$ cat src/design/lc3bfd_pkg.sv
// Shared types, opcode codes and dependency mask bits for the LC-3b decoder.
package lc3bfd_pkg;

   typedef enum logic [3:0] {
      OP_BR   = 4'd0,
      OP_ADD  = 4'd1,
      OP_LDB  = 4'd2,
      OP_STB  = 4'd3,
      OP_JSR  = 4'd4,
      OP_AND  = 4'd5,
      OP_LDW  = 4'd6,
      OP_STW  = 4'd7,
      OP_RTI  = 4'd8,
      OP_XOR  = 4'd9,
      OP_RSV1 = 4'd10,
      OP_RSV2 = 4'd11,
      OP_JMP  = 4'd12,
      OP_SHF  = 4'd13,
      OP_LEA  = 4'd14,
      OP_TRAP = 4'd15
   } opcode_type;

   localparam logic [7:0] DM_DR  = 8'h01;
   localparam logic [7:0] DM_SR1 = 8'h02;
   localparam logic [7:0] DM_SR2 = 8'h04;
   localparam logic [7:0] DM_PC  = 8'h08;
   localparam logic [7:0] DM_RCC = 8'h10;
   localparam logic [7:0] DM_WCC = 8'h20;
   localparam logic [7:0] DM_RM  = 8'h40;
   localparam logic [7:0] DM_WM  = 8'h80;

   localparam logic [7:0] TRAP_GETC = 8'h20;
   localparam logic [7:0] TRAP_OUT  = 8'h21;
   localparam logic [7:0] TRAP_PUTS = 8'h22;

   typedef struct packed {
      logic [15:0] instr_word;
      logic [15:0] fetch_pc;
   } req_payload_type;

   typedef struct packed {
      logic [3:0]  opcode;
      logic [2:0]  dest_reg;
      logic [2:0]  source_reg_a;
      logic [2:0]  source_reg_b;
      logic        uses_immediate;
      logic [15:0] immediate;
      logic [15:0] target_addr;
      logic [7:0]  dependency_mask;
      logic [15:0] next_pc;
      logic        bad_opcode;
   } rsp_payload_type;

endpackage

$ cat src/design/lc3bfd_channels.sv
// Valid/ready channel interfaces for decoder requests and responses.
interface lc3bfd_req_if;
   logic        valid;
   logic        ready;
   logic [15:0] instr_word;
   logic [15:0] fetch_pc;

   modport source (output valid, output instr_word, output fetch_pc, input ready);
   modport sink (input valid, input instr_word, input fetch_pc, output ready);
endinterface

interface lc3bfd_rsp_if;
   logic        valid;
   logic        ready;
   logic [3:0]  opcode;
   logic [2:0]  dest_reg;
   logic [2:0]  source_reg_a;
   logic [2:0]  source_reg_b;
   logic        uses_immediate;
   logic [15:0] immediate;
   logic [15:0] target_addr;
   logic [7:0]  dependency_mask;
   logic [15:0] next_pc;
   logic        bad_opcode;

   modport source (
      output valid, output opcode, output dest_reg, output source_reg_a,
      output source_reg_b, output uses_immediate, output immediate,
      output target_addr, output dependency_mask, output next_pc,
      output bad_opcode, input ready
   );
   modport sink (
      input valid, input opcode, input dest_reg, input source_reg_a,
      input source_reg_b, input uses_immediate, input immediate,
      input target_addr, input dependency_mask, input next_pc,
      input bad_opcode, output ready
   );
endinterface

$ cat src/design/lc3bfd_top.sv
// Top level of the LC-3b fetch decode stage: input register, decode, result register.
module lc3b_fetch_decode_top (
   input logic          clock,
   input logic          reset,
   lc3bfd_req_if.sink   req_ch,
   lc3bfd_rsp_if.source rsp_ch
);
   // Accepts one instruction item per clock while req ready is high and returns
   // one decoded item for each, in order. An item is captured in the input
   // register, decoded by a single pass of combinational logic (the pc+2 add
   // and one 16-bit add for the target, or for the JSR immediate) and then
   // registered in the result register, which drives rsp valid. One item per
   // cycle passes while rsp ready is not held low; the pipeline only holds when
   // the result register is full and rsp ready is low, and the input register
   // then keeps taking an item as long as it is empty.
   import lc3bfd_pkg::*;

   logic            in_valid_ff;
   logic            in_valid_in;
   req_payload_type in_data_ff;
   logic            out_valid_ff;
   logic            out_valid_in;
   rsp_payload_type out_data_ff;
   rsp_payload_type dec_rsp;
   logic            out_free;
   logic            in_free;
   logic            move;

   lc3bfd_decode u_decode (
      .req (in_data_ff),
      .rsp (dec_rsp)
   );

   assign out_free = !out_valid_ff || rsp_ch.ready;
   assign move     = in_valid_ff && out_free;
   assign in_free  = !in_valid_ff || out_free;
   assign req_ch.ready = in_free;

   assign in_valid_in  = req_ch.valid ? 1'b1 : (in_valid_ff && !out_free);
   assign out_valid_in = move ? 1'b1 : (out_valid_ff && !rsp_ch.ready);

   always_ff @(posedge clock) begin
      if (reset) begin
         in_valid_ff  <= 1'b0;
         out_valid_ff <= 1'b0;
      end else begin
         if (in_free) begin
            in_valid_ff <= in_valid_in;
         end
         out_valid_ff <= out_valid_in;
      end
      if (in_free && req_ch.valid) begin
         in_data_ff.instr_word <= req_ch.instr_word;
         in_data_ff.fetch_pc   <= req_ch.fetch_pc;
      end
      if (move) begin
         out_data_ff <= dec_rsp;
      end
   end

   assign rsp_ch.valid           = out_valid_ff;
   assign rsp_ch.opcode          = out_data_ff.opcode;
   assign rsp_ch.dest_reg        = out_data_ff.dest_reg;
   assign rsp_ch.source_reg_a    = out_data_ff.source_reg_a;
   assign rsp_ch.source_reg_b    = out_data_ff.source_reg_b;
   assign rsp_ch.uses_immediate  = out_data_ff.uses_immediate;
   assign rsp_ch.immediate       = out_data_ff.immediate;
   assign rsp_ch.target_addr     = out_data_ff.target_addr;
   assign rsp_ch.dependency_mask = out_data_ff.dependency_mask;
   assign rsp_ch.next_pc         = out_data_ff.next_pc;
   assign rsp_ch.bad_opcode      = out_data_ff.bad_opcode;

endmodule

$ cat src/design/lc3bfd_decode.sv
// Combinational LC-3b instruction field decode and target arithmetic.
module lc3bfd_decode (
   input  lc3bfd_pkg::req_payload_type req,
   output lc3bfd_pkg::rsp_payload_type rsp
);
   import lc3bfd_pkg::*;

   logic [15:0] w;
   logic [15:0] pc2;
   logic [15:0] sext5;
   logic [15:0] sext6;
   logic [15:0] sext9;
   logic [15:0] sext11;
   logic [7:0]  vec;
   opcode_type  op;

   assign w      = req.instr_word;
   assign pc2    = req.fetch_pc + 16'd2;
   assign sext5  = {{11{w[4]}}, w[4:0]};
   assign sext6  = {{10{w[5]}}, w[5:0]};
   assign sext9  = {{7{w[8]}}, w[8:0]};
   assign sext11 = {{5{w[10]}}, w[10:0]};
   assign vec    = w[7:0];
   assign op     = opcode_type'(w[15:12]);

   always_comb begin
      rsp = '0;
      rsp.opcode  = w[15:12];
      rsp.next_pc = pc2;
      case (op)
         OP_ADD, OP_AND, OP_XOR: begin
            rsp.dest_reg       = w[11:9];
            rsp.source_reg_a   = w[8:6];
            rsp.uses_immediate = w[5];
            if (w[5]) begin
               rsp.immediate       = sext5;
               rsp.dependency_mask = DM_DR | DM_SR1 | DM_WCC;
            end else begin
               rsp.source_reg_b    = w[2:0];
               rsp.dependency_mask = DM_DR | DM_SR1 | DM_SR2 | DM_WCC;
            end
         end
         OP_BR: begin
            rsp.immediate       = {13'd0, w[11:9]};
            // branch offset is kept unshifted
            rsp.target_addr     = pc2 + sext9;
            rsp.dependency_mask = DM_PC | DM_RCC;
         end
         OP_JMP: begin
            rsp.source_reg_a    = w[8:6];
            rsp.dependency_mask = DM_SR1 | DM_PC;
         end
         OP_JSR: begin
            rsp.uses_immediate = w[11];
            if (w[11]) begin
               rsp.immediate       = pc2 + sext11;
               rsp.dependency_mask = DM_PC;
            end else begin
               rsp.source_reg_a    = w[8:6];
               rsp.dependency_mask = DM_PC | DM_SR1;
            end
         end
         OP_LDB, OP_LDW: begin
            rsp.dest_reg        = w[11:9];
            rsp.source_reg_a    = w[8:6];
            rsp.immediate       = sext6;
            rsp.dependency_mask = DM_DR | DM_SR1 | DM_RM | DM_WCC;
         end
         OP_LEA: begin
            rsp.dest_reg        = w[11:9];
            rsp.target_addr     = pc2 + {sext9[14:0], 1'b0};
            rsp.dependency_mask = DM_DR | DM_WCC;
         end
         OP_RTI: begin
            rsp.dependency_mask = DM_PC;
         end
         OP_SHF: begin
            rsp.dest_reg        = w[11:9];
            rsp.source_reg_a    = w[8:6];
            rsp.immediate       = {10'd0, w[5:0]};
            rsp.dependency_mask = DM_DR | DM_SR1 | DM_WCC;
         end
         OP_STB, OP_STW: begin
            // data register in 11..9, base in 8..6
            rsp.source_reg_a    = w[11:9];
            rsp.source_reg_b    = w[8:6];
            rsp.immediate       = sext6;
            rsp.dependency_mask = DM_SR1 | DM_SR2 | DM_WM;
         end
         OP_TRAP: begin
            rsp.immediate = {8'd0, vec};
            if (vec == TRAP_GETC) begin
               rsp.dependency_mask = DM_PC | DM_DR;
            end else if (vec == TRAP_OUT || vec == TRAP_PUTS) begin
               rsp.dependency_mask = DM_PC | DM_SR1;
            end else begin
               rsp.dependency_mask = DM_PC;
            end
         end
         default: begin
            rsp.bad_opcode = 1'b1;
         end
      endcase
   end

endmodule
$ cat src/flat_wrapper.sv
// flat-port wrapper written by rule: the top's interface ports become plain ports
module lc3b_fetch_decode_top_flat import lc3bfd_pkg::*;
  (clock, reset, req_ch_valid, req_ch_instr_word, req_ch_fetch_pc, req_ch_ready, rsp_ch_valid, rsp_ch_opcode, rsp_ch_dest_reg, rsp_ch_source_reg_a, rsp_ch_source_reg_b, rsp_ch_uses_immediate, rsp_ch_immediate, rsp_ch_target_addr, rsp_ch_dependency_mask, rsp_ch_next_pc, rsp_ch_bad_opcode, rsp_ch_ready);
  lc3bfd_req_if req_ch_i ();
  lc3bfd_rsp_if rsp_ch_i ();
  input logic clock;
  input logic reset;
  input wire logic [$bits(req_ch_i.valid)-1:0] req_ch_valid;
  input wire logic [$bits(req_ch_i.instr_word)-1:0] req_ch_instr_word;
  input wire logic [$bits(req_ch_i.fetch_pc)-1:0] req_ch_fetch_pc;
  output wire logic [$bits(req_ch_i.ready)-1:0] req_ch_ready;
  output wire logic [$bits(rsp_ch_i.valid)-1:0] rsp_ch_valid;
  output wire logic [$bits(rsp_ch_i.opcode)-1:0] rsp_ch_opcode;
  output wire logic [$bits(rsp_ch_i.dest_reg)-1:0] rsp_ch_dest_reg;
  output wire logic [$bits(rsp_ch_i.source_reg_a)-1:0] rsp_ch_source_reg_a;
  output wire logic [$bits(rsp_ch_i.source_reg_b)-1:0] rsp_ch_source_reg_b;
  output wire logic [$bits(rsp_ch_i.uses_immediate)-1:0] rsp_ch_uses_immediate;
  output wire logic [$bits(rsp_ch_i.immediate)-1:0] rsp_ch_immediate;
  output wire logic [$bits(rsp_ch_i.target_addr)-1:0] rsp_ch_target_addr;
  output wire logic [$bits(rsp_ch_i.dependency_mask)-1:0] rsp_ch_dependency_mask;
  output wire logic [$bits(rsp_ch_i.next_pc)-1:0] rsp_ch_next_pc;
  output wire logic [$bits(rsp_ch_i.bad_opcode)-1:0] rsp_ch_bad_opcode;
  input wire logic [$bits(rsp_ch_i.ready)-1:0] rsp_ch_ready;
  assign req_ch_i.valid = req_ch_valid;
  assign req_ch_i.instr_word = req_ch_instr_word;
  assign req_ch_i.fetch_pc = req_ch_fetch_pc;
  assign req_ch_ready = req_ch_i.ready;
  assign rsp_ch_valid = rsp_ch_i.valid;
  assign rsp_ch_opcode = rsp_ch_i.opcode;
  assign rsp_ch_dest_reg = rsp_ch_i.dest_reg;
  assign rsp_ch_source_reg_a = rsp_ch_i.source_reg_a;
  assign rsp_ch_source_reg_b = rsp_ch_i.source_reg_b;
  assign rsp_ch_uses_immediate = rsp_ch_i.uses_immediate;
  assign rsp_ch_immediate = rsp_ch_i.immediate;
  assign rsp_ch_target_addr = rsp_ch_i.target_addr;
  assign rsp_ch_dependency_mask = rsp_ch_i.dependency_mask;
  assign rsp_ch_next_pc = rsp_ch_i.next_pc;
  assign rsp_ch_bad_opcode = rsp_ch_i.bad_opcode;
  assign rsp_ch_i.ready = rsp_ch_ready;
  lc3b_fetch_decode_top u_core (.clock(clock), .reset(reset), .req_ch(req_ch_i), .rsp_ch(rsp_ch_i));
endmodule
$ cat config.mk
export PLATFORM = sky130hd
export DESIGN_NAME = lc3b_fetch_decode_top_flat
export DESIGN_NICKNAME = d
export VERILOG_FILES = /design/src/design/lc3bfd_pkg.sv /design/src/design/lc3bfd_channels.sv /design/src/design/lc3bfd_top.sv /design/src/design/lc3bfd_decode.sv /design/src/flat_wrapper.sv
export SDC_FILE = /design/constraint.sdc
export NUM_CORES = 1
export LEC_CHECK = 0
export BUFFER_PORTS_ARGS = -buffer_cell sky130_fd_sc_hd__buf_2
export CAP_MARGIN = 20
export CORE_MARGIN = 5
export CORE_UTILIZATION = 56
export DETAILED_ROUTE_END_ITERATION = 10
export GPL_TIMING_DRIVEN = 0
export PLACE_DENSITY_LB_ADDON = 0.12
export SLEW_MARGIN = 5
export SYNTH_ARGS = -nofsm -noshare
export SYNTH_HDL_FRONTEND = slang
export SYNTH_SLANG_ARGS = --single-unit
$ cat constraint.sdc
create_clock -name clock -period 5.6 [get_ports clock]
set_clock_uncertainty 0.2 [all_clocks]
set_input_delay 0.28 -clock clock [delete_from_list [all_inputs] [get_ports clock]]
set_output_delay 0.28 -clock clock [all_outputs]
set_load 0.01 [all_outputs]
==> metrics <==
HP Class input port to flop; top cell type's share of synthesized area 54.59%; period utilization 67.54%; ANT nets after route 0; layout filler cell count 735; cell area after layout 0.007002 mm^2; Post-DP Area 0.006455 mm^2; Synthesis Warnings 0; count of state elements after synthesis 105; Hold-fix buffers, CTS 34; CTS buffer count 9; cell count after synthesis 480; CP Data Required Time 5.51 ns; main area contributors after synthesis edfxtp_1 55%, ha_1 6.6%, xnor2_1 3.4%; Max-slew headroom 26.32%; Fmax 0.2644 GHz; num rows 36; total track usage 24.16%; Max Cap Violations 0; initial antenna violation count 0; Critical Path End Type flop; CP startpoint kind flop; clock edge transition at the registers on the reported setup and hold paths 0.10 ns; largest net degree at the start of global routing 28; grt ovf 0; Sink Count 105; CP max FO 10; Final Instance Count excl. Fillers 774; Syn Area/Cell 11.80 um^2; Critical Path AT 3.70 ns; root buf cell clkbuf_8; gpl congestion 0.9110; drt wl/cell 18.89 um; placed cell count 724; async set-reset flop share out of synthesis 0%; Post-synth EDFFs 103; register area share after synthesis 55.30%; layout cells sized above 1 22.15%; post-route setup slack 1.818 ns; setup TNS 0 ns; first-pass GRT wire length 23.54 mm; PostCTS Resize Cnt 0; Design Power 1.817 mW; # DRC 0; Final Hold Viols 0; IO Count 109; unrepaired setup endpoints after global routing no; Final nets 704; Area Overhead vs Synth 23.59%; fin util 71.30%; I/O Buffers 108; post-synth top area cell edfxtp_1; slew at the pin closest to its max-slew limit 1.097 ns; Die ar. 0.01223 mm^2; P per Cell Area 259.6 mW/mm^2; DRT iter0 DRCs 418; WL final 14.62 mm; reg2reg setup slack 1.82 ns; syn nets 548; via count 4581; Peak VDD IR 0.0001678 V; H-Tree Depth 3; worst hold margin 0.07960 ns; max FFs per register 32; CTS Buffer Depth 2; Antenna Cells 0; DP Worst Slack 1.880 ns; min Tclk post-route 3.782 ns; Die Ht 110.6 um; Netlist Area Pre-Place 0.005665 mm^2; clk_lat worst skew 0.37 ns; Leak 2.769 nW; Netlist cell types 70; Initial Utilization 57.70%; Biggest register u_core.in_data_ff; Worst Setup Path Type flop to flop; post-CTS setup buffer count 0; core area 0.009819 mm^2; Via density 5.919; CTS tree built; die width 110.6 um; status completed; Final Setup Violations 0; max-slew violation total from the final report 0; vias in the first global route 4483; first-pass detailed-route iteration total 6; DP Wirelength 10.33 mm; ys flop type edfxtp_1
[area by class of cell]
| cell class | instances | area [um^2] | area share [%] |
|---|---|---|---|
| clock inverters | 3 | 47.55 | 0.6791 |
| inverters | 21 | 78.83 | 1.126 |
| well taps | 133 | 166.4 | 2.377 |
| clock buffers | 13 | 158.9 | 2.269 |
| plain buffers | 10 | 55.05 | 0.7863 |
| multi-input cells | 344 | 2406 | 34.36 |
| repair buffers | 145 | 955.9 | 13.65 |
| flip-flops and latches | 105 | 3133 | 44.75 |
[routing by layer]
layer  share of wire, %  GRT usage (%)
met4                1.6          5.993
met1                 42          32.20
met2                 48          40.37
met5                  0              0
met3                8.7          5.252
[final timing paths]
path	startpoint	end	cells past startpoint
hold reg to reg	u_core.in_data_ff[0]	u_core.rsp_ch.next_pc[0]	0
setup / recovery	u_core.in_data_ff[1]	u_core.rsp_ch.target_addr[15]	13
setup reg to reg	u_core.in_data_ff[1]	u_core.rsp_ch.target_addr[15]	13
hold / removal	rsp_ch_ready	u_core.rsp_ch.valid	4
[synthesized netlist by cell type (3+ instances only)]
cell	count
a211oi_1	5
a21o_1	7
a21oi_1	29
a221o_1	4
a22o_1	10
a31oi_1	3
a41oi_1	4
and2_1	9
and3_1	7
clkbuf_1	4
edfxtp_1	103
ha_1	30
inv_1	20
nand2_1	29
nand2b_1	5
nand3_1	18
nand4_1	3
nor2_1	35
nor2b_1	4
nor3_1	13
o2111ai_1	3
o211ai_1	6
o21a_1	3
o21ai_0	31
o22ai_1	5
or3_1	3
xnor2_1	22
xnor2_2	3
xor2_1	8
[worst max-delay path: stages, from the launching register on]
cell and delay (ns):
edfxtp_1 0.51, ha_1 0.32, nand4_1 0.20, nor2_1 0.14
nand2_1 0.09, xnor2_1 0.38, ha_1 0.31, clkbuf_1 0.20
nand2_1 0.16, nor3_1 0.09, and3_1 0.20, and3_1 0.18
a2111oi_1 0.46, a221oi_2 0.06
[logic make-up (layout without fill, tap and decap cells)]
logic type,Yosys count,after routing,share of synthesized area (%)
AOI/OAI and AO/OA,135,135,16.21
muxes,2,2,0.3754
adders and majority gates,32,32,7.332
DFF,105,105,55.30
xor gates and xnor gates,33,33,5.499
buffers and inverters,31,192,2.363
and+or+nand+nor,142,142,12.92
[cells in the final DEF (no fill, tap or decap), types with 7 or more instances in the layout]
cell | Yosys | routed
nor3_1 | 13 | 13
ha_1 | 30 | 30
clkbuf_8 | 0 | 11
xor2_1 | 8 | 8
dlygate4sd3_1 | 0 | 34
buf_2 | 2 | 110
o21ai_0 | 31 | 31
a22o_1 | 10 | 10
and2_1 | 9 | 9
a21oi_1 | 29 | 29
a21o_1 | 7 | 7
nor2_1 | 35 | 35
edfxtp_1 | 103 | 103
nand3_1 | 18 | 18
xnor2_1 | 22 | 22
inv_1 | 20 | 20
and3_1 | 7 | 7
nand2_1 | 29 | 29
[where the power goes]
part           total, mW  internal, mW  switching [mW]
registers          0.947         0.917          0.0307
clock network      0.495         0.235           0.260
logic              0.375         0.158           0.217
total               1.82          1.31           0.508
No activity file was read; power rests on OpenSTA's default activity.
